==> src/hw/rtl/sme_pkg.sv <==
// ----------------------------------------------------------------------------
// sme_pkg
// Shared types and constants of the stable matching engine.
// ----------------------------------------------------------------------------
package sme_pkg;

  localparam int NumAgentsDef = 8;
  localparam int FieldW       = 3;

  typedef enum logic [1:0] {
    OpLoadDept = 2'd0,
    OpLoadProg = 2'd1,
    OpStart    = 2'd2
  } sme_op_e;

  typedef struct packed {
    logic store;
    logic clear_run;
    logic next_dept;
    logic rd_dept;
    logic latch_p;
    logic bump_d;
    logic bump_held;
    logic match_free;
    logic match_steal;
    logic clr_rank;
    logic rd_prog;
    logic next_rank;
    logic emit_res;
    logic emit_fail;
  } sme_cmd_t;

  typedef struct packed {
    logic run_done;
    logic cur_matched;
    logic choices_out;
    logic p_invalid;
    logic p_taken;
    logic hit_d;
    logic hit_h;
    logic rank_last;
    logic emit_last;
    logic out_free;
  } sme_sts_t;

endpackage

==> src/hw/rtl/sme_ctrl.sv <==
// ----------------------------------------------------------------------------
// sme_ctrl
// Sequencer of the matching run: loads, proposals, rank scans and result
// emission.
// ----------------------------------------------------------------------------
module sme_ctrl (
  input  logic              clk_i,
  input  logic              rst_ni,
  input  logic              in_valid_i,
  output logic              in_ready_o,
  input  sme_pkg::sme_op_e  op_i,
  input  sme_pkg::sme_sts_t sts_i,
  output sme_pkg::sme_cmd_t cmd_o
);

  typedef enum logic [2:0] {
    StIdle,
    StScan,
    StDeptRead,
    StRankRead,
    StRankCmp,
    StBump,
    StEmit,
    StFail
  } state_e;

  state_e state_q, state_d;

  assign in_ready_o = (state_q == StIdle);

  always_comb begin
    state_d = state_q;
    cmd_o   = '0;
    unique case (state_q)
      StIdle: begin
        if (in_valid_i) begin
          case (op_i)
            sme_pkg::OpLoadDept, sme_pkg::OpLoadProg: cmd_o.store = 1'b1;
            sme_pkg::OpStart: begin
              cmd_o.clear_run = 1'b1;
              state_d         = StScan;
            end
            default: ;
          endcase
        end
      end
      StScan: begin
        if (sts_i.run_done) begin
          state_d = StEmit;
        end else if (sts_i.cur_matched) begin
          cmd_o.next_dept = 1'b1;
        end else if (sts_i.choices_out) begin
          state_d = StFail;
        end else begin
          cmd_o.rd_dept = 1'b1;
          state_d       = StDeptRead;
        end
      end
      StDeptRead: begin
        if (sts_i.p_invalid) begin
          cmd_o.bump_d = 1'b1;
          state_d      = StScan;
        end else if (!sts_i.p_taken) begin
          cmd_o.match_free = 1'b1;
          state_d          = StScan;
        end else begin
          cmd_o.latch_p  = 1'b1;
          cmd_o.clr_rank = 1'b1;
          state_d        = StRankRead;
        end
      end
      StRankRead: begin
        cmd_o.rd_prog = 1'b1;
        state_d       = StRankCmp;
      end
      StRankCmp: begin
        if (sts_i.hit_d) begin
          cmd_o.match_steal = 1'b1;
          state_d           = StBump;
        end else if (sts_i.hit_h || sts_i.rank_last) begin
          cmd_o.bump_d = 1'b1;
          state_d      = StScan;
        end else begin
          cmd_o.next_rank = 1'b1;
          state_d         = StRankRead;
        end
      end
      StBump: begin
        cmd_o.bump_held = 1'b1;
        state_d         = StScan;
      end
      StEmit: begin
        if (sts_i.out_free) begin
          cmd_o.emit_res = 1'b1;
          if (sts_i.emit_last) state_d = StIdle;
        end
      end
      StFail: begin
        if (sts_i.out_free) begin
          cmd_o.emit_fail = 1'b1;
          state_d         = StIdle;
        end
      end
      default: state_d = StIdle;
    endcase
  end

  always_ff @(posedge clk_i or negedge rst_ni) begin
    if (!rst_ni) begin
      state_q <= StIdle;
    end else begin
      state_q <= state_d;
    end
  end

endmodule

==> src/hw/rtl/sme_datapath.sv <==
// ----------------------------------------------------------------------------
// sme_datapath
// Preference memories, per-agent match state and the result register.
// ----------------------------------------------------------------------------
module sme_datapath #(
  parameter int NumAgents = sme_pkg::NumAgentsDef
) (
  input  logic                        clk_i,
  input  logic                        rst_ni,
  input  sme_pkg::sme_cmd_t           cmd_i,
  output sme_pkg::sme_sts_t           sts_o,
  input  sme_pkg::sme_op_e            op_i,
  input  logic [sme_pkg::FieldW-1:0]  owner_i,
  input  logic [sme_pkg::FieldW-1:0]  rank_i,
  input  logic [sme_pkg::FieldW-1:0]  choice_i,
  input  logic                        out_ready_i,
  output logic                        out_valid_o,
  output logic [sme_pkg::FieldW-1:0]  department_o,
  output logic [sme_pkg::FieldW-1:0]  programmer_o,
  output logic                        status_o,
  output logic                        last_o
);

  localparam int FieldW = sme_pkg::FieldW;
  localparam int IdxW   = $clog2(NumAgents);
  localparam int CntW   = $clog2(NumAgents + 1);
  localparam int Depth  = NumAgents * NumAgents;
  localparam int AddrW  = $clog2(Depth);

  logic [FieldW-1:0] dept_mem [Depth];
  logic [FieldW-1:0] prog_mem [Depth];
  logic [FieldW-1:0] dept_rd_q;
  logic [FieldW-1:0] prog_rd_q;

  logic [CntW-1:0]   nc_q [NumAgents];
  logic [IdxW-1:0]   dept_partner_q [NumAgents];
  logic [IdxW-1:0]   prog_partner_q [NumAgents];
  logic [NumAgents-1:0] dept_free_q;
  logic [NumAgents-1:0] prog_taken_q;

  logic [IdxW-1:0]   d_q, p_q, held_q, r_q, e_q;
  logic [CntW-1:0]   cnt_q;

  logic              out_valid_q, status_q, last_q;
  logic [FieldW-1:0] department_q, programmer_q;

  logic              load_ok;
  logic [AddrW-1:0]  waddr, dept_raddr, prog_raddr;
  logic [IdxW-1:0]   nc_idx, p_idx;
  logic [CntW-1:0]   nc_sel;
  logic              out_free;

  assign load_ok = (int'(owner_i) < NumAgents) && (int'(rank_i) < NumAgents) &&
                   (int'(choice_i) < NumAgents);
  assign waddr      = AddrW'(int'(owner_i) * NumAgents + int'(rank_i));
  assign nc_idx     = cmd_i.bump_held ? held_q : d_q;
  assign nc_sel     = nc_q[nc_idx];
  assign dept_raddr = AddrW'(int'(d_q) * NumAgents + int'(nc_sel));
  assign prog_raddr = AddrW'(int'(p_q) * NumAgents + int'(r_q));
  assign p_idx      = IdxW'(dept_rd_q);
  assign out_free   = !out_valid_q || out_ready_i;

  // preference memories
  always_ff @(posedge clk_i) begin
    if (cmd_i.store && load_ok && (op_i == sme_pkg::OpLoadDept)) begin
      dept_mem[waddr] <= choice_i;
    end
    if (cmd_i.rd_dept) begin
      dept_rd_q <= dept_mem[dept_raddr];
    end
  end

  always_ff @(posedge clk_i) begin
    if (cmd_i.store && load_ok && (op_i == sme_pkg::OpLoadProg)) begin
      prog_mem[waddr] <= choice_i;
    end
    if (cmd_i.rd_prog) begin
      prog_rd_q <= prog_mem[prog_raddr];
    end
  end

  // partner values
  always_ff @(posedge clk_i) begin
    if (cmd_i.match_free) begin
      dept_partner_q[d_q]   <= p_idx;
      prog_partner_q[p_idx] <= d_q;
    end
    if (cmd_i.match_steal) begin
      dept_partner_q[d_q] <= p_q;
      prog_partner_q[p_q] <= d_q;
    end
    if (cmd_i.latch_p) begin
      p_q    <= p_idx;
      held_q <= prog_partner_q[p_idx];
    end
  end

  // run control state
  always_ff @(posedge clk_i or negedge rst_ni) begin
    if (!rst_ni) begin
      for (int i = 0; i < NumAgents; i++) nc_q[i] <= '0;
      dept_free_q  <= '1;
      prog_taken_q <= '0;
      d_q          <= '0;
      r_q          <= '0;
      e_q          <= '0;
      cnt_q        <= '0;
    end else begin
      if (cmd_i.clear_run) begin
        for (int i = 0; i < NumAgents; i++) nc_q[i] <= '0;
        dept_free_q  <= '1;
        prog_taken_q <= '0;
        d_q          <= '0;
        e_q          <= '0;
        cnt_q        <= '0;
      end
      if (cmd_i.next_dept) begin
        d_q <= (int'(d_q) == NumAgents - 1) ? '0 : d_q + 1'b1;
      end
      if (cmd_i.bump_d || cmd_i.bump_held) begin
        nc_q[nc_idx] <= nc_sel + 1'b1;
      end
      if (cmd_i.match_free) begin
        dept_free_q[d_q]    <= 1'b0;
        prog_taken_q[p_idx] <= 1'b1;
        cnt_q               <= cnt_q + 1'b1;
      end
      if (cmd_i.match_steal) begin
        dept_free_q <= (dept_free_q & ~(NumAgents'(1) << d_q)) |
                       (NumAgents'(1) << held_q);
      end
      if (cmd_i.clr_rank) begin
        r_q <= '0;
      end
      if (cmd_i.next_rank) begin
        r_q <= r_q + 1'b1;
      end
      if (cmd_i.emit_res) begin
        e_q <= e_q + 1'b1;
      end
    end
  end

  // result register
  always_ff @(posedge clk_i or negedge rst_ni) begin
    if (!rst_ni) begin
      out_valid_q <= 1'b0;
    end else if (cmd_i.emit_res || cmd_i.emit_fail) begin
      out_valid_q <= 1'b1;
    end else if (out_ready_i) begin
      out_valid_q <= 1'b0;
    end
  end

  always_ff @(posedge clk_i) begin
    if (cmd_i.emit_res) begin
      department_q <= FieldW'(e_q);
      programmer_q <= FieldW'(dept_partner_q[e_q]);
      status_q     <= 1'b0;
      last_q       <= (int'(e_q) == NumAgents - 1);
    end else if (cmd_i.emit_fail) begin
      department_q <= FieldW'(d_q);
      programmer_q <= '0;
      status_q     <= 1'b1;
      last_q       <= 1'b1;
    end
  end

  assign out_valid_o  = out_valid_q;
  assign department_o = department_q;
  assign programmer_o = programmer_q;
  assign status_o     = status_q;
  assign last_o       = last_q;

  always_comb begin
    sts_o             = '0;
    sts_o.run_done    = (int'(cnt_q) == NumAgents);
    sts_o.cur_matched = !dept_free_q[d_q];
    sts_o.choices_out = (int'(nc_sel) >= NumAgents);
    sts_o.p_invalid   = (int'(dept_rd_q) >= NumAgents);
    sts_o.p_taken     = prog_taken_q[p_idx];
    sts_o.hit_d       = (int'(prog_rd_q) == int'(d_q));
    sts_o.hit_h       = (int'(prog_rd_q) == int'(held_q));
    sts_o.rank_last   = (int'(r_q) == NumAgents - 1);
    sts_o.emit_last   = (int'(e_q) == NumAgents - 1);
    sts_o.out_free    = out_free;
  end

endmodule

==> src/hw/rtl/stable_matching_engine_top.sv <==
// ----------------------------------------------------------------------------
// stable_matching_engine_top
// Department-proposing stable matching of NumAgents departments to as many
// programmers.
// ----------------------------------------------------------------------------
// usage
//   input channel: operation 0 or 1 writes one preference entry (owner, rank,
//   choice); one transfer per cycle is taken while idle.
//   entries out of range are dropped. operation 2 starts a run; code 3 is
//   ignored. in_ready_o is low while a run is in progress.
//   output channel: one transfer per department in department order, last_o
//   on the final one, or a single transfer with status_o set when a
//   department exhausts its list.
//   run steps: each proposal reads the department's next choice (scan, then
//   dept read); when the programmer is already held, its list is scanned
//   entry by entry, each read of the preference memory followed by a
//   compare, and a bump step follows when the programmer changes hands;
//   a matched department is skipped in the scan, and results emit in turn.
//   a stalled receiver holds the result register; emission pauses until it
//   frees up, and loads are taken again once the last result is registered.
//   reset clears the run state; preference memories hold no reset value.
// ----------------------------------------------------------------------------
module stable_matching_engine_top #(
  parameter int NumAgents = sme_pkg::NumAgentsDef
) (
  input  logic                       clk_i,
  input  logic                       rst_ni,
  input  logic                       in_valid_i,
  output logic                       in_ready_o,
  input  logic [1:0]                 operation_i,
  input  logic [sme_pkg::FieldW-1:0] owner_index_i,
  input  logic [sme_pkg::FieldW-1:0] rank_index_i,
  input  logic [sme_pkg::FieldW-1:0] choice_id_i,
  output logic                       out_valid_o,
  input  logic                       out_ready_i,
  output logic [sme_pkg::FieldW-1:0] department_o,
  output logic [sme_pkg::FieldW-1:0] programmer_o,
  output logic                       status_o,
  output logic                       last_o
);

  sme_pkg::sme_cmd_t cmd;
  sme_pkg::sme_sts_t sts;
  sme_pkg::sme_op_e  op;

  assign op = sme_pkg::sme_op_e'(operation_i);

  sme_ctrl u_ctrl (
    .clk_i      (clk_i),
    .rst_ni     (rst_ni),
    .in_valid_i (in_valid_i),
    .in_ready_o (in_ready_o),
    .op_i       (op),
    .sts_i      (sts),
    .cmd_o      (cmd)
  );

  sme_datapath #(
    .NumAgents (NumAgents)
  ) u_datapath (
    .clk_i        (clk_i),
    .rst_ni       (rst_ni),
    .cmd_i        (cmd),
    .sts_o        (sts),
    .op_i         (op),
    .owner_i      (owner_index_i),
    .rank_i       (rank_index_i),
    .choice_i     (choice_id_i),
    .out_ready_i  (out_ready_i),
    .out_valid_o  (out_valid_o),
    .department_o (department_o),
    .programmer_o (programmer_o),
    .status_o     (status_o),
    .last_o       (last_o)
  );

  a_emit_needs_room: assert property (@(posedge clk_i) disable iff (!rst_ni)
    (cmd.emit_res || cmd.emit_fail) |-> (!out_valid_o || out_ready_i))
    else $error("result loaded over an untaken transfer");

  a_fail_result_form: assert property (@(posedge clk_i) disable iff (!rst_ni)
    (out_valid_o && status_o) |-> (last_o && (programmer_o == '0)))
    else $error("failure result not marked last");

  a_one_update: assert property (@(posedge clk_i) disable iff (!rst_ni)
    $onehot0({cmd.match_free, cmd.match_steal, cmd.bump_d, cmd.next_dept,
              cmd.store, cmd.clear_run}))
    else $error("conflicting match state updates");

  a_idle_no_run: assert property (@(posedge clk_i) disable iff (!rst_ni)
    in_ready_o |-> !(cmd.rd_dept || cmd.rd_prog || cmd.emit_res))
    else $error("run activity while accepting input");

endmodule
==> config.mk <==
export PLATFORM = sky130hd
export DESIGN_NAME = stable_matching_engine_top
export DESIGN_NICKNAME = d
export VERILOG_FILES = /design/src/hw/rtl/sme_pkg.sv /design/src/hw/rtl/sme_ctrl.sv /design/src/hw/rtl/sme_datapath.sv /design/src/hw/rtl/stable_matching_engine_top.sv
export SDC_FILE = /design/constraint.sdc
export NUM_CORES = 1
export LEC_CHECK = 0
export BUFFER_PORTS_ARGS = -buffer_cell sky130_fd_sc_hd__buf_4
export CAP_MARGIN = 10
export CORE_MARGIN = 5
export CORE_UTILIZATION = 57
export DETAILED_ROUTE_END_ITERATION = 6
export PLACE_DENSITY = 0.77
export SYNTH_ARGS = -nofsm -noshare
export SYNTH_HDL_FRONTEND = slang
export SYNTH_SLANG_ARGS = --single-unit
==> constraint.sdc <==
create_clock -name clk_i -period 3.6 [get_ports clk_i]
set_input_delay 0.18 -clock clk_i [delete_from_list [all_inputs] [get_ports clk_i]]
set_output_delay 0.18 -clock clk_i [all_outputs]
set_load 0.05 [all_outputs]
======== Yosys cells after proc, flatten, opt, wreduce, memory -nomap -nowiden ========
Memories as Yosys holds them, arrays and structs flattened. A register that Yosys moved wholly into a read port is not among the register bits.
Cells that the tools add are included.
Widths: inputs -> output; s select.
cells by class
  reductions and logical operators ........ 21
  equality and inequality tests ........... 21
  div/mod/pow operators ................... 0
  muxes and demuxes ....................... 88
  $add $sub $neg .......................... 8
  shifts and indexed selects .............. 2
  bitwise gates (word level) .............. 8
  multiply operators ...................... 0
  order comparisons ....................... 7
operator list
  kind                 number
  $mux 3               23
  $mux 32              2
  $mux 8               5
  $mux 1               39
  $bwmux 32            1
  $pmux 3 s8           1
  $mux 4               5
  $and 8x8->8          2
  $not 8->8            2
  $or 8x8->8           2
  $shl 1x3->8 const A  2
  $add 6x3->6          2
  $bmux 4 s3           1
  $demux 4 s3          1
  $eq 3x1->1 const B   4
  $eq 3x3->1 const B   4
  $mux 2               6
  $reduce_bool 2->1    6
  $add 3x1->3 const B  3
  $add 4x1->4 const B  2
  $ge 4x4->1 const B   2
  $lt 3x4->1 const B   2
  $add 6x4->6          1
  $bmux 1 s3           2
  other kinds (21)     35
word-level totals
  bits in writable memories ............... 432
  register bits ........................... 76
  word-level logic and storage cells ...... 180
  bits in latches ......................... 0
  output and inout bits ................... 10
  memories kept ........................... 4
  memory bits (read-only) ................. 0
memories
  memory                     words  width  read ports  clocked after Yosys merged registers in  wr ports  line                text
  u_datapath.dept_mem        64     3      1           1                                        1         sme_datapath.sv:30  logic [FieldW-1:0] dept_mem [Depth];
  u_datapath.prog_mem        64     3      1           1                                        1         sme_datapath.sv:31  logic [FieldW-1:0] prog_mem [Depth];
  u_datapath.dept_partner_q  8      3      1           0                                        1         sme_datapath.sv:36  logic [IdxW-1:0] dept_partner_q [NumAgents];
  u_datapath.prog_partner_q  8      3      1           1                                        1         sme_datapath.sv:37  logic [IdxW-1:0] prog_partner_q [NumAgents];

======== Logic depth before layout (Yosys ltp) ========
Gate-level depths: netlist of run 1.
  depth in word-level cells ............... 13
  gate-level depth with buffers ........... 16
  gate-level depth less buffers ........... 15

======== By module ========
From an unflattened synthesis of run 1, not the netlist that was laid out.
second synthesis, totals
  cells, all modules ...................... 1480
  area total of the unflattened synthesis .. 22377.7 µm²
modules (own cells, without submodules)
  module        instances  cells an instance  area an instance (µm²)
  sme_datapath  1          1428               22007.4
  sme_ctrl      1          52                 370.4

======== Worst setup path after synthesis of run 1 ========
Ideal clock, no wire load.
  path type ............................... reg2reg
  start point ............................. reg u_ctrl.state_q[2]
  end point ............................... reg u_datapath.dept_rd_q[2], read port of u_datapath.dept_mem (data pin)
  data arrival time ....................... 3.252 ns
  cell stages (with the launch flop) ...... 17
  period minus slack after synthesis ...... 3.513 ns
  library setup time ...................... 0.261 ns
  buffers on the path ..................... 2
  slack ................................... 0.087 ns
  cell sequence ........................... dfrtp_1 buf_4 nand3b_4 mux2i_4 nor2b_1 a211oi_1 a21oi_1 o21ai_0 inv_1 ha_1 ha_1 clkbuf_1 nor2_1 nand2_1 o2111ai_1 a31oi_1 a221o_1
between the ends
  word-level cells in the longest chain between the ends .. 12
RTL lines
  item                                        line                 text
  from (decl)                                 sme_ctrl.sv:27       state_e state_q, state_d;
  from (signal assigned)                      sme_ctrl.sv:110      state_q <= StIdle;
  from (signal assigned)                      sme_ctrl.sv:112      state_q <= state_d;
  $eq 3x3->1                                  sme_ctrl.sv:34       unique case (state_q)
  $mux 1                                      sme_ctrl.sv:34
  $mux 3                                      sme_datapath.sv:56   assign nc_idx = cmd_i.bump_held ? held_q : d_q;
  $not 3->4 (not written as such)             sme_datapath.sv:57   assign nc_sel = nc_q[nc_idx];
  $bmux 4 s3                                  sme_datapath.sv:57
  $mux 4 (not written as such) (2 in series)  sme_datapath.sv:57
  $ge 4x4->1                                  sme_datapath.sv:179  sts_o.choices_out = (int'(nc_sel) >= NumAgents);
  $mux 1                                      sme_ctrl.sv:52       end else if (sts_i.choices_out) begin
  $mux 1                                      sme_ctrl.sv:50       end else if (sts_i.cur_matched) begin
  $mux 2                                      sme_ctrl.sv:48       if (sts_i.run_done) begin
  $mux 2                                      sme_ctrl.sv:34
  to (decl)                                   sme_datapath.sv:32   logic [FieldW-1:0] dept_rd_q;
Several ways; a longest one is shown, not always the timed one. The select of a mux whose other input is x is not followed.
A chain may end at the register's enable or synchronous reset.

======== Final worst setup path of run 1 ========
  start point ............................. reg u_ctrl.state_q[1]
  end point ............................... reg u_datapath.dept_rd_q[0], read port of u_datapath.dept_mem (data pin)
Same word-level chain as after synthesis.

==> metrics.cfg, run 1 <==
[placement]
port_buffers=24
dp_hpwl_um=31800
gp_congestion=0.914

[yosys]
ys_ff_latch=517
yosys.area_share.xor_xnor=0.00435
yosys.cell_types.count=71
synth-seq-area-share=0.686
synth-simple-area-share=0.0935
synth-adder-area-share=0.00847
synth-edff-count=451
synth-compound-area-share=0.0562
synthArstFlopShare=0.126
synthesis.nets=1530
syn_avg_cell_area_um2=14.8
synth_top_cell_by_area=edfxtp_1
netlist_area_um2=22200
synth_top_family_by_area=multiplexers
syn_inst=1500
synthMuxAreaShare=0.130
ys.flop_type=edfxtp_1
synth_warnings=0
synth.top_cell.area_share=0.611
yosys-top-cells-area=edfxtp_1 61%, mux4_2 7.2%, dfrtp_1 6.4%, mux2i_1 4.8%, nand2_1 3.2%

[global_route]
grt_pass1_vias=13300
grt_pass1_wl_um=78800
grt_use_met3=0.0366
met2_usage=0.382
overflow=0
busiest_layer=met2
global_route.usage.met1=0.334
grt_start_max_net_pins=117
grt_util_all_layers=0.234
antenna_found_initial=0

[die]
fp-row-count=72
die_area_um2=42900
core_area_um2=38600
io_pins=25
start_util=0.575
die_h_um=207
die_w_um=207

[worst_setup_path]
r2r_start=u_ctrl.state_q[1]$_DFFE_PN0P_
crit_path_end_kind=flop
cp-startpoint=u_ctrl.state_q[1]$_DFFE_PN0P_
startpoint_type=flop
path_class=flop to flop
r2r_end=u_datapath.dept_rd_q[0]$_DFFE_PP_
cp.required_ns=3.91
crit_arrival_ns=3.80
cp_max_fo=12
r2r_cells=11
rrSetupSlack_ns=0.12

[clocking]
clockBufferDepth=3
numCtsBuffers=50
clockRootBuffer=clkbuf_16
clock_sinks=517
h-tree-depth=2
insertion_delay_ns=0.60
clkSlewWorstSetupHoldPaths_ns=0.07
cts_tree=yes

[run_status]
status=complete, no violations

[sta]
final.setup.tns_ns=0
fin_crit_sh=0.968
rsz0062_at_grt=false
finClkSkew_ns=0.0212
period_needed_ns=3.48
hold_viol_final=0
fmax_ghz=0.287
final-setup-viol-count=0
slew_violations=0
tightest_slew_ns=1.26
slew_headroom=0.162

[final_layout]
final_cell_mix=451 x edfxtp_1, 187 x nand2_1, 184 x nor2_1, 107 x mux2i_1, 85 x buf_4
layout_commonest_cell=edfxtp_1
final_core_util=0.645
layout-drive-gt1-share=0.176
antennaDiodeCount=0
syn2layout_area_growth_pct=12.3
fillers=2710
nets=1590

[routing]
vias=13200
drtIter0Drc=1539
drc=0
routed_wl_um=50400
routedWlPerCell_um=23.8
vias_per_cell=6.23
ant_nets=0
drt_first_pass_iters=6

[power_and_ir_drop]
power_density_nw_per_um2=813
leakage_uw=0.00839
peakVddDrop_v=0.000591

[worst_hold_path]
worstHoldEndpoint=u_datapath.prog_mem[60][1]$_DFFE_PP_
hold_class=input pin to flop
min_from=choice_id_i[1]
hold-path-cell-count=1

[job]
maxCapViolCount=0

## cell type report
class                   instances  area [µm²]  area share
clock inverters                34         418      0.0168
multi-input cells             878        6480       0.261
repair buffers                 92         748      0.0301
clock buffers                  58        1300      0.0523
well taps                     518         648      0.0260
inverters                      21        78.8     0.00317
flip-flops and latches        517       15200       0.611
## cell families (layout without fill, tap and decap cells)
family / after synthesis / count (layout)
flops: 517 / 517
simple gates: 483 / 483
mux: 195 / 195
compound gates: 174 / 174
buf+inv: 105 / 205
fa+ha+maj: 15 / 15
xor+xnor: 11 / 11
## registers in the layout, indices dropped and copies added (netlist names)
signal / flops
u_datapath.prog_rd_q: 3
u_datapath.dept_partner_q: 24
u_datapath.p_q: 3
u_datapath.out_valid_o: 1
u_datapath.status_o: 1
u_ctrl.state_q: 3
u_datapath.dept_mem: 192
u_datapath.cnt_q: 4
u_datapath.dept_rd_q: 3
u_datapath.prog_partner_q: 24
u_datapath.prog_taken_q: 8
u_datapath.last_o: 1
u_datapath.prog_mem: 192
u_datapath.nc_q: 32
u_datapath.department_o: 3
u_datapath.programmer_o: 3
u_datapath.e_q: 3
u_datapath.held_q: 3
u_datapath.r_q: 3
u_datapath.d_q: 3
u_datapath.dept_free_q: 8
## synthesized netlist by cell type (13+ instances only)
master,n
mux4_2,71
a221oi_1,13
nand3_1,42
inv_1,19
buf_2,17
a21oi_1,15
mux2i_1,107
nor2b_1,13
a31oi_1,14
o21ai_0,44
ha_1,15
edfxtp_1,451
mux2_2,13
clkbuf_1,49
nor2_1,185
nand2_1,187
dfrtp_1,57
## power by group
group	switching, µW	leakage [µW]	internal, µW
Sequential	475	0.00491	7080
Clock	2270	0.000824	3180
Combinational	4190	0.00266	3020
## per-layer routing
metal / share of wire / up-vias
li1: - / 5850
met5: 0 / -
met2: 0.49 / 584
met4: 0.026 / 0
met3: 0.073 / 107
met1: 0.41 / 6661
## per-stage QoR
| step | hold slack, ns | setup WS, ns | power, µW | instance area [µm²] | instances |
|---|---|---|---|---|---|
| floorplan | -0.116 | 0.0869 | 12500 | 22200 | 1500 |
| CTS | 0.124 | 0.109 | 20200 | 24900 | 2117 |
| detailed placement | 0.346 | 0.147 | 14700 | 23100 | 2022 |
| global placement | 0.328 | 0.169 | 14600 | 23100 | 2022 |
| finish | 0.135 | 0.116 | 20200 | 24900 | 2118 |
| global route | 0.166 | 0.00282 | 21200 | 24900 | 2118 |
## critical path: stages (launching register included)
cell,delay (ns)
dfrtp_1,0.38
buf_4,0.17
and3b_1,0.42
mux2_2,0.38
nand3_1,0.08
o311a_1,0.39
inv_2,0.14
nor2_2,0.46
a32oi_1,0.13
and3_1,0.22
a31oi_1,0.25
o311ai_1,0.18
## timing repair
action / in CTS / in global routing
hold buffers: 3 / 0
gates resized for setup: 0 / 1
hold endpoints to repair: 83 / 0
endpoints found under the setup margin: 0 / 2
buffers inserted: 0 / 1
## worst max path at each step
stage / slack, ns / depth (start not counted) / endpoint
2_1_floorplan: 0.09 / 16 / u_datapath.dept_rd_q[2]$_DFFE_PP_
3_3_place_gp: 0.17 / 13 / u_datapath.dept_rd_q[2]$_DFFE_PP_
3_5_place_dp: 0.15 / 15 / u_datapath.dept_rd_q[2]$_DFFE_PP_
4_1_cts: 0.11 / 15 / u_datapath.dept_rd_q[2]$_DFFE_PP_
5_1_grt: 0.003 / 13 / u_datapath.dept_rd_q[1]$_DFFE_PP_
6_report: 0.12 / 11 / u_datapath.dept_rd_q[0]$_DFFE_PP_
No activity file was read; power rests on OpenSTA's default activity.
==> run 2, diff against run 1 <==
- BUFFER_PORTS_ARGS: -buffer_cell sky130_fd_sc_hd__buf_4 -> -buffer_cell sky130_fd_sc_hd__buf_2
- CORE_ASPECT_RATIO: not set -> 0.75
==> run 2 against run 1 <==
Hold slack improved by 0.0097 ns. Design area decreased by 0.96%. First-iteration DRC count increased by 16%. Clock-buffer cell count increased by 3. Fmax increased by 1.6%. Sequential share of layout area increased by 0.59 points. Sequential power increased by 0.7%. Flip-flop and latch count unchanged. Worst setup slack improved by 0.054 ns. Largest power group unchanged.
==> metrics.cfg, run 2 (synthesized netlist as in run 1, its figures left out) <==
[power_and_ir_drop]
peakVddDrop_v=0.000481
power_density_nw_per_um2=807
leakage_uw=0.00829

[routing]
vias_per_cell=6.34
vias=13400
routedWlPerCell_um=24.5
drc=0
ant_nets=0
routed_wl_um=51700
drtIter0Drc=1781
drt_first_pass_iters=6

[global_route]
grt_start_max_net_pins=80
grt_pass1_vias=13300
overflow=0
grt_pass1_wl_um=79800
grt_util_all_layers=0.239
antenna_found_initial=2

[sta]
setup_ws_ns=0.170
fmax_ghz=0.292
rsz0062_at_grt=false
holdWs_ns=0.145
slew_headroom=0.141
final-setup-viol-count=0
period_needed_ns=3.43
tightest_slew_ns=1.29
slew_violations=0
hold_viol_final=0
fin_crit_sh=0.953
finClkSkew_ns=0.0167
final.setup.tns_ns=0

[final_layout]
final_cell_mix=451 x edfxtp_1, 187 x nand2_1, 183 x nor2_1, 107 x mux2i_1, 71 x mux4_2
antennaDiodeCount=0
layout-drive-gt1-share=0.169
nets=1591
layout_commonest_cell=edfxtp_1
layout.cells.non_filler=2108
fillers=2716
reg_top3=u_datapath.dept_mem x192, u_datapath.prog_mem x192, u_datapath.nc_q x32
syn2layout_area_growth_pct=11.2
final_core_util=0.643

[die]
fp-row-count=62
start_util=0.578
core_area_um2=38300
die_h_um=181
die_w_um=238
io_pins=25
die_area_um2=42900

[clocking]
clockBufferDepth=3
clkSlewWorstSetupHoldPaths_ns=0.07
clock_sinks=517
clockRootBuffer=clkbuf_16
h-tree-depth=2
numCtsBuffers=49
insertion_delay_ns=0.57
cts_tree=yes

[placement]
port_buffers=24
gp_congestion=0.898
placed_cells=2019
dp_hpwl_um=32800
place_ws_ns=0.180

[worst_setup_path]
crit_path_end_kind=flop
slowest_stage=and3b_1
r2r_end=u_datapath.dept_rd_q[2]$_DFFE_PP_
cp_max_fo=13
cp.required_ns=3.92
path_common_cell=a221o_1
r2r_start=u_ctrl.state_q[0]$_DFFE_PN0P_
crit_arrival_ns=3.75
r2r_cells=10
startpoint_type=flop
cp_slowest_stage_delay_ns=0.42
path_class=flop to flop
rrSetupSlack_ns=0.17
cp_cell_sequence=buf_4 -> and3b_1 -> mux2_2 -> nand3_1 -> o311a_1 -> inv_2 -> nor2_2 -> a221oi_1 -> a221o_1 -> a221o_1

[worst_hold_path]
hold_class=input pin to async pin

[job]
maxCapViolCount=0

[run_status]
status=complete, no violations

## run 2: cell count changes in the layout (fill, tap and decap cells not counted), moves of 4 or more
| cell | before | now |
|---|---|---|
| buf_2 | 0 | 21 |
| buf_4 | 85 | 68 |
| bufinv_16 | 8 | 4 |
| clkbuf_1 | 6 | 10 |
| clkinv_1 | 6 | 13 |
| clkinv_2 | 9 | 3 |
## run 2: worst max-delay path by stage
stage	slack, ns	endpoint	depth (start not counted)	startpoint
after floorplan	0.09	u_datapath.dept_rd_q[2]$_DFFE_PP_	16	u_ctrl.state_q[2]$_DFFE_PN0P_
after global placement	0.22	u_datapath.dept_rd_q[2]$_DFFE_PP_	13	u_ctrl.state_q[0]$_DFFE_PN0P_
after detailed placement	0.18	u_datapath.dept_rd_q[2]$_DFFE_PP_	13	u_ctrl.state_q[0]$_DFFE_PN0P_
after CTS	0.16	u_datapath.dept_rd_q[2]$_DFFE_PP_	13	u_ctrl.state_q[0]$_DFFE_PN0P_
after global routing	0.03	u_datapath.dept_rd_q[1]$_DFFE_PP_	11	u_ctrl.state_q[1]$_DFFE_PN0P_
final	0.17	u_datapath.dept_rd_q[2]$_DFFE_PP_	10	u_ctrl.state_q[0]$_DFFE_PN0P_
## run 2: cell type report
type,instances,area [µm²],area share
clock inverters,25,231,0.00939
inverters,21,78.8,0.00320
multi-input cells,879,6500,0.264
flip-flops and latches,517,15200,0.617
repair buffers,93,676,0.0274
clock buffers,61,1310,0.0533
well taps,512,641,0.0260
## run 2: repair_timing
action                                 CTS  global route
endpoints found under the hold margin   22             0
buffers inserted                         0             0
gates resized for setup                  0             4
setup endpoints to repair                0             2
hold buffers                             2             0
## run 2: metal layers
| metal | routed length (µm) | share of wire | global-route usage |
|---|---|---|---|
| met2 | 23600 | 0.46 | 0.363 |
| met1 | 21500 | 0.42 | 0.355 |
| met5 | 0 | 0 | 0 |
| met3 | 5350 | 0.10 | 0.0601 |
| met4 | 1240 | 0.024 | 0.0577 |
## run 2: power by group
group | switching, µW | leakage, µW | internal, µW
Clock | 2180 | 0.000741 | 2870
Sequential | 517 | 0.00491 | 7080
Combinational | 4280 | 0.00264 | 2970
Total | 6970 | 0.00829 | 12900
## run 2: metrics by stage
step / power (µW) / area (µm²)
2_1_floorplan: 12500 / 22200
3_3_place_gp: 14500 / 23100
3_5_place_dp: 14700 / 23100
4_1_cts: 19800 / 24600
5_1_grt: 20800 / 24600
6_report: 19900 / 24600
## run 2: critical path, delay by kind of cell (launching register included)
| family | cells | cell delay, ns |
|---|---|---|
| buffers and inverters | 2 | 0.38 |
| multiplexers | 1 | 0.38 |
| flip-flops | 1 | 0.39 |
| AND/OR/NAND/NOR | 3 | 0.81 |
| AO/OA/AOI/OAI | 4 | 1.20 |
